==> src/design/mhpq_pkg.sv <==
// Shared types and constants for the max-heap priority queue.
package mhpq_pkg;

  // Field widths of the stream payloads and the configuration register.
  localparam int KEY_W       = 32;
  localparam int FUNC_W      = 2;
  localparam int STAT_W      = 2;
  localparam int CNT_OUT_W   = 7;
  localparam int CAP_W       = 7;
  localparam int IN_TDATA_W  = 32;
  localparam int OUT_TDATA_W = 48;
  localparam int OUT_PAD_W   = OUT_TDATA_W - (STAT_W + 1 + KEY_W + CNT_OUT_W);

  // Capacity limit after reset.
  localparam logic [CAP_W-1:0] CAP_RESET = 7'd64;

  // Operation carried in the input item's tuser.
  typedef enum logic [FUNC_W-1:0] {
    FUNC_INSERT = 2'd0,
    FUNC_DELETE = 2'd1,
    FUNC_FIND   = 2'd2,
    FUNC_CLEAR  = 2'd3
  } func_t;

  // Status reported with every result item.
  typedef enum logic [STAT_W-1:0] {
    STAT_OK    = 2'd0,
    STAT_FULL  = 2'd1,
    STAT_DUP   = 2'd2,
    STAT_EMPTY = 2'd3
  } status_t;

  // Sequencer states.
  typedef enum logic [3:0] {
    ST_IDLE,
    ST_SCAN,
    ST_UP_CHK,
    ST_UP_CMP,
    ST_DEL_TOP,
    ST_DEL_LAST,
    ST_DEL_GRAB,
    ST_DN_L,
    ST_DN_R,
    ST_DN_CMP,
    ST_RESP
  } state_t;

endpackage

==> src/design/mhpq_mem.sv <==
// Key store of the heap: one write port and one registered read port.
module mhpq_mem #(
  parameter int DEPTH = 64,
  parameter int AW    = $clog2(DEPTH)
) (
  input  logic                                clk,
  input  logic                                rd_en,
  input  logic [AW-1:0]                       rd_addr,
  output logic signed [mhpq_pkg::KEY_W-1:0]   rd_data,
  input  logic                                wr_en,
  input  logic [AW-1:0]                       wr_addr,
  input  logic signed [mhpq_pkg::KEY_W-1:0]   wr_data
);

  logic signed [mhpq_pkg::KEY_W-1:0] mem_r [DEPTH];
  logic signed [mhpq_pkg::KEY_W-1:0] rd_data_r;

  // Write port.
  always_ff @(posedge clk) begin
    if (wr_en) begin
      mem_r[wr_addr] <= wr_data;
    end
  end

  // Registered read port: data appears in the cycle after the read and holds when no read is issued.
  always_ff @(posedge clk) begin
    if (rd_en) begin
      rd_data_r <= mem_r[rd_addr];
    end
  end

  assign rd_data = rd_data_r;

endmodule

==> src/design/max_heap_priority_queue.sv <==
// Top level of the binary max-heap priority queue with its operation sequencer.
//
//  channel | direction | handshake             | payload
//  --------+-----------+-----------------------+---------------------------------------------
//  in      | slave     | in_tvalid / in_tready | tuser: func; tdata: key_value
//  out     | master    | out_tvalid/out_tready | tdata: status, found, max_value, count
//  cfg     | slave     | cfg_valid / cfg_ready | cfg_data: capacity_limit
//
// One item is in work at a time; the memory's single read port sets the pace.
// Insert runs a full scan for duplicates, then sift-up with a parent read and a compare
// per level; find runs the scan alone; delete-max sifts down with two child reads and a
// compare per level; clear empties the heap without touching the store.
// Reset is synchronous and active low; it empties the heap and sets the limit to 64.
// A finished result waits in the output register while the next item is accepted.
module max_heap_priority_queue #(
  parameter int DEPTH = 64
) (
  input  logic                                 clk,
  input  logic                                 rst_n,
  // Input items.
  input  logic                                 in_tvalid,
  output logic                                 in_tready,
  input  logic [mhpq_pkg::IN_TDATA_W-1:0]      in_tdata,   // [31:0] key_value
  input  logic [mhpq_pkg::FUNC_W-1:0]          in_tuser,   // [1:0] func
  // Result items.
  output logic                                 out_tvalid,
  input  logic                                 out_tready,
  // [1:0] status, [2] found, [34:3] max_value, [41:35] count, [47:42] zero
  output logic [mhpq_pkg::OUT_TDATA_W-1:0]     out_tdata,
  // Capacity limit register.
  input  logic                                 cfg_valid,
  output logic                                 cfg_ready,
  input  logic [mhpq_pkg::CAP_W-1:0]           cfg_data
);

  localparam int AW   = $clog2(DEPTH);
  localparam int CW   = $clog2(DEPTH + 1);
  localparam int XW   = AW + 2;
  localparam int CMPW = (CW > mhpq_pkg::CAP_W) ? CW : mhpq_pkg::CAP_W;

  // Control and payload registers.
  mhpq_pkg::state_t                  state_r, state_nxt;
  mhpq_pkg::func_t                   op_r, op_nxt;
  logic signed [mhpq_pkg::KEY_W-1:0] key_r, key_nxt;
  logic [CW-1:0]                     count_r, count_nxt;
  logic [mhpq_pkg::CAP_W-1:0]        cap_r;
  logic [AW-1:0]                     pos_r, pos_nxt;
  logic [CW-1:0]                     scan_idx_r, scan_idx_nxt;
  logic                              cmp_v_r, cmp_v_nxt;
  logic signed [mhpq_pkg::KEY_W-1:0] top_r, top_nxt;
  logic signed [mhpq_pkg::KEY_W-1:0] last_r, last_nxt;
  logic signed [mhpq_pkg::KEY_W-1:0] lchild_r, lchild_nxt;
  mhpq_pkg::status_t                 res_status_r, res_status_nxt;
  logic                              res_found_r, res_found_nxt;
  logic signed [mhpq_pkg::KEY_W-1:0] res_max_r, res_max_nxt;
  logic                              out_valid_r, out_valid_nxt;
  logic [mhpq_pkg::OUT_TDATA_W-1:0]  out_data_r, out_data_nxt;

  // Memory port signals.
  logic                              mem_re;
  logic [AW-1:0]                     mem_raddr;
  logic signed [mhpq_pkg::KEY_W-1:0] mem_rdata;
  logic                              mem_we;
  logic [AW-1:0]                     mem_waddr;
  logic signed [mhpq_pkg::KEY_W-1:0] mem_wdata;

  // Decisions shared by the next-state and datapath logic.
  logic              in_acc;
  logic              is_full;
  logic              scan_hit;
  logic              scan_end;
  logic [AW-1:0]     parent;
  logic              up_move;
  logic [XW-1:0]     child;
  logic [XW-1:0]     right;
  logic [XW-1:0]     count_x;
  logic              child_ok;
  logic              right_ok;
  logic              pick_right;
  logic signed [mhpq_pkg::KEY_W-1:0] big;
  logic              dn_move;
  logic              out_free;
  logic [CMPW-1:0]   count_cmp;
  logic [CMPW-1:0]   cap_cmp;

  mhpq_mem #(
    .DEPTH (DEPTH),
    .AW    (AW)
  ) u_mem (
    .clk     (clk),
    .rd_en   (mem_re),
    .rd_addr (mem_raddr),
    .rd_data (mem_rdata),
    .wr_en   (mem_we),
    .wr_addr (mem_waddr),
    .wr_data (mem_wdata)
  );

  assign in_tready  = (state_r == mhpq_pkg::ST_IDLE);
  assign in_acc     = in_tvalid && in_tready;
  assign cfg_ready  = 1'b1;
  assign out_tvalid = out_valid_r;
  assign out_tdata  = out_data_r;
  assign out_free   = !out_valid_r || out_tready;

  // Fullness against min(limit, DEPTH).
  assign count_cmp = CMPW'(count_r);
  assign cap_cmp   = CMPW'(cap_r);
  assign is_full   = (count_cmp >= cap_cmp) || (count_r == CW'(DEPTH));

  // Linear scan compares the key read in the previous cycle.
  assign scan_hit = cmp_v_r && (mem_rdata == key_r);
  assign scan_end = !cmp_v_r && (scan_idx_r >= count_r);

  // Sift-up: parent slot and whether the parent moves down.
  assign parent  = (pos_r - AW'(1)) >> 1;
  assign up_move = mem_rdata < key_r;

  // Sift-down: children of the current slot and the larger of them.
  assign child      = {1'b0, pos_r, 1'b1};
  assign right      = child + XW'(1);
  assign count_x    = XW'(count_r);
  assign child_ok   = child < count_x;
  assign right_ok   = right < count_x;
  assign pick_right = right_ok && (mem_rdata > lchild_r);
  assign big        = pick_right ? mem_rdata : lchild_r;
  assign dn_move    = last_r < big;

  // Next state.
  always_comb begin
    state_nxt = state_r;
    unique case (state_r)
      mhpq_pkg::ST_IDLE: begin
        if (in_acc) begin
          unique case (mhpq_pkg::func_t'(in_tuser))
            mhpq_pkg::FUNC_INSERT: state_nxt = is_full ? mhpq_pkg::ST_RESP : mhpq_pkg::ST_SCAN;
            mhpq_pkg::FUNC_DELETE: begin
              state_nxt = (count_r == '0) ? mhpq_pkg::ST_RESP : mhpq_pkg::ST_DEL_TOP;
            end
            mhpq_pkg::FUNC_FIND:   state_nxt = mhpq_pkg::ST_SCAN;
            default:               state_nxt = mhpq_pkg::ST_RESP;
          endcase
        end
      end
      mhpq_pkg::ST_SCAN: begin
        if (scan_hit) begin
          state_nxt = mhpq_pkg::ST_RESP;
        end else if (scan_end) begin
          state_nxt = (op_r == mhpq_pkg::FUNC_INSERT) ? mhpq_pkg::ST_UP_CHK : mhpq_pkg::ST_RESP;
        end
      end
      mhpq_pkg::ST_UP_CHK: begin
        state_nxt = (pos_r == '0) ? mhpq_pkg::ST_RESP : mhpq_pkg::ST_UP_CMP;
      end
      mhpq_pkg::ST_UP_CMP: begin
        state_nxt = up_move ? mhpq_pkg::ST_UP_CHK : mhpq_pkg::ST_RESP;
      end
      mhpq_pkg::ST_DEL_TOP:  state_nxt = mhpq_pkg::ST_DEL_LAST;
      mhpq_pkg::ST_DEL_LAST: state_nxt = mhpq_pkg::ST_DEL_GRAB;
      mhpq_pkg::ST_DEL_GRAB: state_nxt = mhpq_pkg::ST_DN_L;
      mhpq_pkg::ST_DN_L: begin
        state_nxt = child_ok ? mhpq_pkg::ST_DN_R : mhpq_pkg::ST_RESP;
      end
      mhpq_pkg::ST_DN_R:   state_nxt = mhpq_pkg::ST_DN_CMP;
      mhpq_pkg::ST_DN_CMP: state_nxt = dn_move ? mhpq_pkg::ST_DN_L : mhpq_pkg::ST_RESP;
      mhpq_pkg::ST_RESP: begin
        if (out_free) begin
          state_nxt = mhpq_pkg::ST_IDLE;
        end
      end
      default: state_nxt = mhpq_pkg::ST_IDLE;
    endcase
  end

  // Datapath, memory accesses and result fields.
  always_comb begin
    op_nxt         = op_r;
    key_nxt        = key_r;
    count_nxt      = count_r;
    pos_nxt        = pos_r;
    scan_idx_nxt   = scan_idx_r;
    cmp_v_nxt      = cmp_v_r;
    top_nxt        = top_r;
    last_nxt       = last_r;
    lchild_nxt     = lchild_r;
    res_status_nxt = res_status_r;
    res_found_nxt  = res_found_r;
    res_max_nxt    = res_max_r;
    out_valid_nxt  = out_tready ? 1'b0 : out_valid_r;
    out_data_nxt   = out_data_r;
    mem_re         = 1'b0;
    mem_raddr      = '0;
    mem_we         = 1'b0;
    mem_waddr      = pos_r;
    mem_wdata      = key_r;

    unique case (state_r)
      mhpq_pkg::ST_IDLE: begin
        if (in_acc) begin
          op_nxt         = mhpq_pkg::func_t'(in_tuser);
          key_nxt        = $signed(in_tdata);
          scan_idx_nxt   = '0;
          cmp_v_nxt      = 1'b0;
          res_status_nxt = mhpq_pkg::STAT_OK;
          res_found_nxt  = 1'b0;
          res_max_nxt    = '0;
          case (mhpq_pkg::func_t'(in_tuser))
            mhpq_pkg::FUNC_INSERT: begin
              if (is_full) begin
                res_status_nxt = mhpq_pkg::STAT_FULL;
              end
            end
            mhpq_pkg::FUNC_DELETE: begin
              if (count_r == '0) begin
                res_status_nxt = mhpq_pkg::STAT_EMPTY;
              end
            end
            mhpq_pkg::FUNC_CLEAR: count_nxt = '0;
            default: ;
          endcase
        end
      end
      // One read per cycle over the held keys; each compare uses the key read in the cycle before.
      mhpq_pkg::ST_SCAN: begin
        if (scan_idx_r < count_r) begin
          mem_re       = 1'b1;
          mem_raddr    = scan_idx_r[AW-1:0];
          scan_idx_nxt = scan_idx_r + CW'(1);
          cmp_v_nxt    = 1'b1;
        end else begin
          cmp_v_nxt = 1'b0;
        end
        if (scan_hit) begin
          if (op_r == mhpq_pkg::FUNC_INSERT) begin
            res_status_nxt = mhpq_pkg::STAT_DUP;
          end else begin
            res_found_nxt = 1'b1;
          end
        end else if (scan_end) begin
          pos_nxt = count_r[AW-1:0];
        end
      end
      // Sift-up: read the parent, or place the key at the root.
      mhpq_pkg::ST_UP_CHK: begin
        if (pos_r == '0) begin
          mem_we    = 1'b1;
          count_nxt = count_r + CW'(1);
        end else begin
          mem_re    = 1'b1;
          mem_raddr = parent;
        end
      end
      mhpq_pkg::ST_UP_CMP: begin
        mem_we = 1'b1;
        if (up_move) begin
          mem_wdata = mem_rdata;
          pos_nxt   = parent;
        end else begin
          count_nxt = count_r + CW'(1);
        end
      end
      // Delete-max: fetch the root, then the last key.
      mhpq_pkg::ST_DEL_TOP: begin
        mem_re    = 1'b1;
        mem_raddr = '0;
        count_nxt = count_r - CW'(1);
      end
      mhpq_pkg::ST_DEL_LAST: begin
        top_nxt   = mem_rdata;
        mem_re    = 1'b1;
        mem_raddr = count_r[AW-1:0];
      end
      mhpq_pkg::ST_DEL_GRAB: begin
        last_nxt = mem_rdata;
        pos_nxt  = '0;
      end
      // Sift-down: read left child, then right child, then compare and move.
      mhpq_pkg::ST_DN_L: begin
        if (child_ok) begin
          mem_re    = 1'b1;
          mem_raddr = child[AW-1:0];
        end else begin
          mem_we      = 1'b1;
          mem_wdata   = last_r;
          res_max_nxt = top_r;
        end
      end
      mhpq_pkg::ST_DN_R: begin
        lchild_nxt = mem_rdata;
        if (right_ok) begin
          mem_re    = 1'b1;
          mem_raddr = right[AW-1:0];
        end
      end
      mhpq_pkg::ST_DN_CMP: begin
        mem_we = 1'b1;
        if (dn_move) begin
          mem_wdata = big;
          pos_nxt   = pick_right ? right[AW-1:0] : child[AW-1:0];
        end else begin
          mem_wdata   = last_r;
          res_max_nxt = top_r;
        end
      end
      // Hand the result to the output register once it is free.
      mhpq_pkg::ST_RESP: begin
        if (out_free) begin
          out_valid_nxt = 1'b1;
          out_data_nxt  = {{mhpq_pkg::OUT_PAD_W{1'b0}},
                           mhpq_pkg::CNT_OUT_W'(CMPW'(count_r)),
                           res_max_r, res_found_r, res_status_r};
        end
      end
      default: ;
    endcase
  end

  // Control registers.
  always_ff @(posedge clk) begin
    if (!rst_n) begin
      state_r     <= mhpq_pkg::ST_IDLE;
      count_r     <= '0;
      cap_r       <= mhpq_pkg::CAP_RESET;
      cmp_v_r     <= 1'b0;
      out_valid_r <= 1'b0;
    end else begin
      state_r     <= state_nxt;
      count_r     <= count_nxt;
      cmp_v_r     <= cmp_v_nxt;
      out_valid_r <= out_valid_nxt;
      if (cfg_valid && cfg_ready) begin
        cap_r <= cfg_data;
      end
    end
  end

  // Payload registers.
  always_ff @(posedge clk) begin
    op_r         <= op_nxt;
    key_r        <= key_nxt;
    pos_r        <= pos_nxt;
    scan_idx_r   <= scan_idx_nxt;
    top_r        <= top_nxt;
    last_r       <= last_nxt;
    lchild_r     <= lchild_nxt;
    res_status_r <= res_status_nxt;
    res_found_r  <= res_found_nxt;
    res_max_r    <= res_max_nxt;
    out_data_r   <= out_data_nxt;
  end

  // The heap never holds more keys than the store has slots.
  a_count_bound: assert property (@(posedge clk) disable iff (!rst_n)
    count_r <= CW'(DEPTH))
    else $error("heap count exceeds store depth");

  // The sequencer never reads and writes the store in the same cycle.
  a_no_rw_overlap: assert property (@(posedge clk) disable iff (!rst_n)
    !(mem_re && mem_we))
    else $error("store read and write in the same cycle");

  // A new result appears only when the sequencer hands one over.
  a_out_from_resp: assert property (@(posedge clk) disable iff (!rst_n)
    $rose(out_valid_r) |-> $past(state_r == mhpq_pkg::ST_RESP))
    else $error("result raised outside the response state");

  // A waiting result is never overwritten before it is taken.
  a_out_hold: assert property (@(posedge clk) disable iff (!rst_n)
    (out_valid_r && !out_tready) |=> $stable(out_data_r))
    else $error("pending result changed while stalled");

endmodule
==> config.mk <==
export PLATFORM = sky130hd
export DESIGN_NAME = max_heap_priority_queue
export DESIGN_NICKNAME = d
export VERILOG_FILES = /design/src/design/mhpq_pkg.sv /design/src/design/mhpq_mem.sv /design/src/design/max_heap_priority_queue.sv
export SDC_FILE = /design/constraint.sdc
export NUM_CORES = 2
export LEC_CHECK = 0
export BUFFER_PORTS_ARGS = -buffer_cell sky130_fd_sc_hd__clkbuf_2
export CORE_AREA = 2 2 432 434
export DETAILED_ROUTE_END_ITERATION = 7
export DIE_AREA = 0 0 434 436
export GPL_ROUTABILITY_DRIVEN = 0
export HOLD_SLACK_MARGIN = 0.1
export PLACE_DENSITY_LB_ADDON = 0.1
export SLEW_MARGIN = 25
export SYNTH_ARGS = -nofsm -noshare
export SYNTH_HDL_FRONTEND = slang
export SYNTH_HIERARCHICAL = 1
export SYNTH_SLANG_ARGS = --single-unit
==> constraint.sdc <==
create_clock -name clk -period 7.9 [get_ports clk]
set_input_delay 1.58 -clock clk [delete_from_list [all_inputs] [get_ports clk]]
set_output_delay 1.58 -clock clk [all_outputs]
set_load 0.005 [all_outputs]
After elaboration in Yosys (flattened, before gate mapping):

Memories as Yosys holds them, arrays and structs flattened. A register that Yosys moved wholly into a read port is not among the register bits.
Index checks and enable logic that the tools add are counted.
W data, S select, Z words.

* reduce and logical (&&, ||, !) cells: 29
* muxes and demuxes: 66
* eq/ne operators: 31
* add/sub/neg operators: 5
* $lt $le $gt $ge: 8

Operator list (count)
* $mux W32: 7
* $pmux W32 S3: 2
* $lt A32 B32 Y1: 2
* $mux W6: 8
* $pmux W4 S11: 1
* $mux W7: 6
* $mux W4: 10
* $eq A32 B32 Y1: 1
* $gt A32 B32 Y1: 1
* $pmux W6 S5: 1
* $pmux W7 S4: 1
* $ne A2 B2 Y1 const B: 13
* $pmux W6 S4: 1
* $eq A4 B3 Y1 const B: 4
* $mux W1: 15
* $add A7 B1 Y7 const B: 2
* $ge A7 B7 Y1: 2
* $lt A7 B7 Y1: 2
* $pmux W7 S2: 1
* $eq A4 B4 Y1 const B: 3
* $pmux W4 S3: 1
* $reduce_and A4 Y1: 3
* $mux W2: 5
* $reduce_and A5 Y1: 2
* 29 further kinds: 45

* memories kept: 1
* input bits: 46
* logic and storage cells: 156
* RAM bits: 2048
* register bits: 240
* output and inout port bits: 51

Memory list
* u_mem.mem_r: words 64, width 32, read ports 1, clocked after memory_dff 1, wr ports 1, line mhpq_mem.sv:15 `logic signed [mhpq_pkg::KEY_W-1:0] mem_r [DEPTH];`

Longest topological paths before layout:

* word-level depth: 7
* depth in mapped cells: 24
* mapped depth without buffers: 21

Hierarchy:

The synthesis kept the hierarchy.

By module, submodules not included
* mhpq_mem: seq. area each 62459.9 um2, cells each 3324, times used 1, area each 78835.6 um2
* max_heap_priority_queue: seq. area each 7006.7 um2, cells each 1090, times used 1, area each 13075.0 um2

Worst setup path after synthesis:

Ideal clock, no wire load.

* path kind: flip-flop to flip-flop
* start point: reg u_mem.rd_data_r (netlist bit u_mem/rd_data[31]) (read register of u_mem.mem_r)
* end point: mem u_mem/mem_r[0][22] in the netlist's numbering (data pin)
* path slack: 0.776 ns
* required time: 7.333 ns
* arrival time: 6.558 ns
* path buffers: 3
* stages on the path, launching flop included: 22
* period minus slack after synthesis: 7.124 ns
* setup time: 0.567 ns
* cell sequence: edfxtp_1 ha_1 nand4_1 nor3_1 a221o_1 a211o_1 o31a_1 o21ai_2 buf_2 buf_2 mux2i_1 ha_1 nand3_1 nor3_1 and3_1 o2111ai_1 o21a_1 a31oi_1 nor4_1 or3_1 buf_2 o221ai_1

* longest elaborated chain between the ends: 6
* elaborated cells between the ends (all ways): 8
* those cells by class: 3 x order compare; 4 x mux; 1 x reduce/logical

Ends and longest elaborated chain
* from (decl): line mhpq_mem.sv:16 `logic signed [mhpq_pkg::KEY_W-1:0] rd_data_r;`
* $gt A32 B32 Y1: line max_heap_priority_queue.sv:125 `assign pick_right = right_ok && (mem_rdata > lchild_r);`
* $logic_and A1 B1 Y1: line max_heap_priority_queue.sv:125
* $mux W32: line max_heap_priority_queue.sv:126 `assign big = pick_right ? mem_rdata : lchild_r;`
* $lt A32 B32 Y1: line max_heap_priority_queue.sv:127 `assign dn_move = last_r < big;`
* $mux W32: line max_heap_priority_queue.sv:297 `if (dn_move) begin`
* $pmux W32 S3 *: line max_heap_priority_queue.sv:197 `unique case (state_r)`
* via mem_wdata, one bit: line max_heap_priority_queue.sv:65 `logic signed [mhpq_pkg::KEY_W-1:0] mem_wdata;`
* to (decl): line mhpq_mem.sv:15

The timed path passes the listed nets; every way through them passes the cells marked *.

Worst setup path in the final report:

* start point: reg pos_r[1] (netlist: mem_waddr[1])
* end point: mem u_mem/mem_r[49][25] in the netlist's numbering (data pin)

* longest elaborated chain between the ends: 7
* elaborated cells between the ends (all ways): 9
* those cells by class: 1 x add/sub; 3 x order compare; 4 x mux; 1 x reduce/logical

Ends and longest elaborated chain
* from (decl): line max_heap_priority_queue.sv:47 `logic [AW-1:0] pos_r, pos_nxt;`
* from (signal assigned): line max_heap_priority_queue.sv:341 `pos_r <= pos_nxt;`
* $add A7 B1 Y8: line max_heap_priority_queue.sv:121 `assign right = child + XW'(1);`
* $lt A8 B7 Y1: line max_heap_priority_queue.sv:124 `assign right_ok = right < count_x;`
* $logic_and A1 B1 Y1: line max_heap_priority_queue.sv:125
* $mux W32: line max_heap_priority_queue.sv:126
* $lt A32 B32 Y1: line max_heap_priority_queue.sv:127
* $mux W32: line max_heap_priority_queue.sv:297
* $pmux W32 S3 *: line max_heap_priority_queue.sv:197
* via mem_wdata, one bit: line max_heap_priority_queue.sv:65

Marked as above.

==> impl_metrics.json <==
{
  "stdcell_count": 7419,
  "cts.clk_slew.worst_paths_ns": 0.06,
  "required_ns": 8.48,
  "vias": 47900,
  "fin_crit_sh_pct": 90.6,
  "fin_util_pct": 56.8,
  "drive_gt1_share_pct": 26.7,
  "grt_use_total_pct": 28.4,
  "antenna_found_initial": 18,
  "grt_start_max_net_pins": 97,
  "finalInstanceArea_um2": 105000,
  "powerDensity_nw_per_um2": 352,
  "cts_tree": "yes",
  "whs_path_depth": 0,
  "first_pass_iters": 6,
  "crit_type": "reg -> reg",
  "fill_cells": 13800,
  "min_path_type": "reg -> reg",
  "yosysWarnings": 6,
  "finClkSkew_ns": 0.0396,
  "drt_first_iter_violations": 6529,
  "synth_top_flop_cell": "edfxtp_1",
  "via_per_inst": 6.45,
  "initial_core_util_pct": 49.8,
  "post-route-drc-count": 0,
  "status": "completed",
  "ctsRootBufferMaster": "clkbuf_16",
  "hold_end": "out_tdata[32]$_DFFE_PP_",
  "critical_path.n_buffers_inverters": 2,
  "synthCells": 4414,
  "rsz0062_at_grt": "false",
  "hold_slack_ns": 0.417,
  "core_area_um2": 185000,
  "die_y_um": 436,
  "totalWireLength_mm": 268,
  "area_growth_pct": 14.2,
  "setup_viol": 0,
  "nNetsFinal": 4918,
  "ant_nets": 0,
  "postCtsHoldBufs": 0,
  "path_common_cell": "ha_1",
  "cp_max_fo": 64,
  "worstMarginPinSlew_ns": 1.16,
  "post_cts_buffers": 0,
  "post_cts_resized": 0,
  "grt_pass1_wl_mm": 371,
  "dieArea_um2": 189000,
  "cts.htree.levels": 4,
  "yosysUniqueCellTypes": 71,
  "placedCellCount": 6988,
  "crit_family": "compound AO/OA/AOI/OAI gates",
  "crit_path_start_kind": "flop",
  "fmax_mhz": 140,
  "synth_area_per_cell_um2": 20.8,
  "overflow": 0,
  "n_antenna_cell": 0,
  "synthArstFlopShare_pct": 0,
  "critPathCaptureType": "flop",
  "post-dp-hpwl_mm": 154,
  "hold_viol": 0,
  "min_period_ns": 7.16,
  "slowest_stage": "edfxtp_1",
  "yosysSeqAreaShare_pct": 75.6,
  "r2r_cells": 21,
  "placed_cell_area_um2": 97600,
  "r2r-start": "mem_waddr[1]$_DFFE_PP_",
  "min-delay-start": "res_max_r[29]$_SDFFCE_PN0P_",
  "arrival_ns": 7.74,
  "fp.dieW_um": 434,
  "slew_headroom_pct": 22.8,
  "leakage_nw": 33.2,
  "cts_max_path_buffers": 3,
  "r2r_slack_ns": 0.74,
  "synth.ff_latch_count": 2320,
  "grt_pass1_vias": 46300,
  "pin_count": 97,
  "cts_buffers": 231,
  "wire_per_inst_um": 36.1,
  "max-vdd-ir-drop_v": 0.000260,
  "synth_edf_count": 2300,
  "port_buffers": 89,
  "synth_area_um2": 91900,
  "final_max_slew_viol_count": 0,
  "insertion_delay_ns": 0.88,
  "worstReg2RegEnd": "u_mem/mem_r[49][25]$_DFFE_PP_",
  "setup_tns_ns": 0,
  "slowest_delay_ns": 0.72,
  "clock_sinks": 2320,
  "cp_cell_sequence": "inv_1 > ha_1 > ha_1 > o21a_1 > o31ai_1 > a21oi_1 > o21ai_1 > o311a_1 > o21ai_4 > mux2i_1 > ha_1 > nand4_1 > nor3_1 > and3_1 > o2111ai_1 > o21a_1 > a31oi_1 > nor4_1 > or3_4 > o221ai_4 > buf_4",
  "maxCapViolCount": 0,
  "rows": 158
}
Yosys cell counts, types with 4 or more instances:
cell,n,area share [%]
o221ai_2,30,0.49
xor2_1,7,0.067
buf_4,32,0.26
nand2_1,68,0.28
o211ai_1,6,0.049
nand3b_1,6,0.049
buf_2,63,0.34
and2_1,4,0.027
clkbuf_1,99,0.40
a31oi_1,5,0.034
o21a_1,10,0.082
nand3_1,26,0.14
edfxtp_1,2300,75
a311oi_1,9,0.086
nor2_1,195,0.80
and3_1,46,0.31
buf_6,8,0.098
or2_2,6,0.041
a22oi_1,46,0.38
a222oi_1,6,0.065
ha_1,130,1.8
xnor2_1,15,0.14
o221ai_1,29,0.28
nor2b_1,25,0.17
a21oi_1,108,0.59
mux2i_1,136,1.5
mux4_2,544,13
o32ai_1,4,0.038
nor3_1,31,0.17
o21ai_0,35,0.19
buf_1,23,0.094
a21o_1,16,0.13
dfxtp_1,20,0.44
a41o_1,5,0.054
a221oi_1,4,0.038
or3_1,8,0.054
nand4_1,22,0.15
nand2b_1,16,0.11
inv_1,126,0.51
o22ai_1,88,0.60
flip-flops by register name, indices dropped and copies added, names as in the netlist:
| name | cells |
|---|---|
| u_mem/mem_r | 2048 |
| out_tdata | 42 |
| key_r | 32 |
| last_r | 32 |
| lchild_r | 32 |
| res_max_r | 32 |
| top_r | 32 |
| u_mem/rd_data | 32 |
| cap_cmp | 7 |
| count_cmp | 7 |
| scan_idx_r | 7 |
| mem_waddr | 6 |
| state_r | 4 |
| op_r | 2 |
| res_status_r | 2 |
| cmp_v_r | 1 |
| out_tvalid | 1 |
| res_found_r | 1 |
cell usage in the layout (no fill, tap or decap), types with 9 or more instances in the layout:
cell       count
nor3_1        26
bufinv_16     15
clkbuf_2      89
a22oi_1       46
nand2_1       66
buf_12        46
edfxtp_1    2300
nand4_1       22
clkinv_2      51
dfxtp_1       20
xnor2_1       15
a21o_1        16
nor2_4        64
o221ai_4      32
nand2b_1      12
ha_1         130
mux4_2       544
nand3_1       24
mux2i_1      136
buf_4        177
clkbuf_16    234
nor2_1       130
a21oi_1      108
nor2b_1       24
o21a_1         9
and3_1        46
a311oi_1       9
clkbuf_1      49
inv_1        126
clkinv_1      59
o221ai_1      27
o21ai_0       34
o22ai_1       88
logic make-up after synthesis:
kind of cell,share of synthesized area [%]
and+or+nand+nor,2.45
DFF,75.6
xor gates and xnor gates,0.210
buffers and inverters,1.72
adders and majority gates,1.79
other,0.00817
AOI/OAI and AO/OA,3.39
muxes,14.9
metal layers:
layer | GRT usage, % | wire length, µm | vias to the layer above
li1 | - | - | 19100
met1 | 42.7 | 111000 | 25900
met2 | 43.0 | 123000 | 2522
met3 | 5.19 | 24900 | 361
met4 | 8.10 | 7910 | 2
met5 | 0 | 12 | -
area by class of cell:
| class | count | area [µm²] | share of cell area, % |
|---|---|---|---|
| inverters | 127 | 477 | 0.454 |
| clock buffers | 285 | 6070 | 5.78 |
| flip-flops and latches | 2320 | 69500 | 66.2 |
| repair buffers | 314 | 2740 | 2.61 |
| multi-input cells | 1747 | 21900 | 20.8 |
| well taps | 2480 | 3100 | 2.96 |
| clock inverters | 146 | 1200 | 1.14 |
through the flow:
stage               power [W]  setup slack (ns)
global placement       0.0265             0.938
detailed placement     0.0266             0.850
CTS                    0.0371             0.817
global route           0.0383             0.416
finish                 0.0370             0.741
floorplan              0.0225             0.776
worst reg2reg max path, stage by stage (launching register included):
cell and delay, ns:
edfxtp_1 0.72, inv_1 0.23, ha_1 0.36, ha_1 0.28
o21a_1 0.17, o31ai_1 0.07, a21oi_1 0.11, o21ai_1 0.47
o311a_1 0.36, o21ai_4 0.26, mux2i_1 0.23, ha_1 0.47
nand4_1 0.11, nor3_1 0.22, and3_1 0.32, o2111ai_1 0.15
o21a_1 0.21, a31oi_1 0.34, nor4_1 0.12, or3_4 0.72
o221ai_4 0.37, buf_4 0.53
worst max path at each step:
stage / startpoint / end / slack, ns / cells past startpoint
6_report: mem_waddr[1]$_DFFE_PP_ / u_mem/mem_r[49][25]$_DFFE_PP_ / 0.74 / 21
5_1_grt: u_mem/rd_data[17]$_DFFE_PP_ / u_mem/mem_r[34][30]$_DFFE_PP_ / 0.42 / 20
4_1_cts: mem_waddr[1]$_DFFE_PP_ / u_mem/mem_r[28][25]$_DFFE_PP_ / 0.82 / 21
3_5_place_dp: u_mem/rd_data[19]$_DFFE_PP_ / u_mem/mem_r[7][30]$_DFFE_PP_ / 0.85 / 20
3_3_place_gp: mem_waddr[1]$_DFFE_PP_ / u_mem/mem_r[46][25]$_DFFE_PP_ / 0.94 / 21
2_1_floorplan: u_mem/rd_data[31]$_DFFE_PP_ / u_mem/mem_r[0][22]$_DFFE_PP_ / 0.78 / 21
power breakdown:
| part | internal, W | total [W] | leakage, nW | switching [W] |
|---|---|---|---|---|
| Sequential | 0.0155 | 0.0159 | 20.9 | 0.000419 |
| Clock | 0.00593 | 0.0106 | 3.57 | 0.00469 |
| Combinational | 0.00398 | 0.0105 | 8.74 | 0.00650 |
| Total | 0.0254 | 0.0370 | 33.2 | 0.0116 |
(Power assumes the default switching activity.)
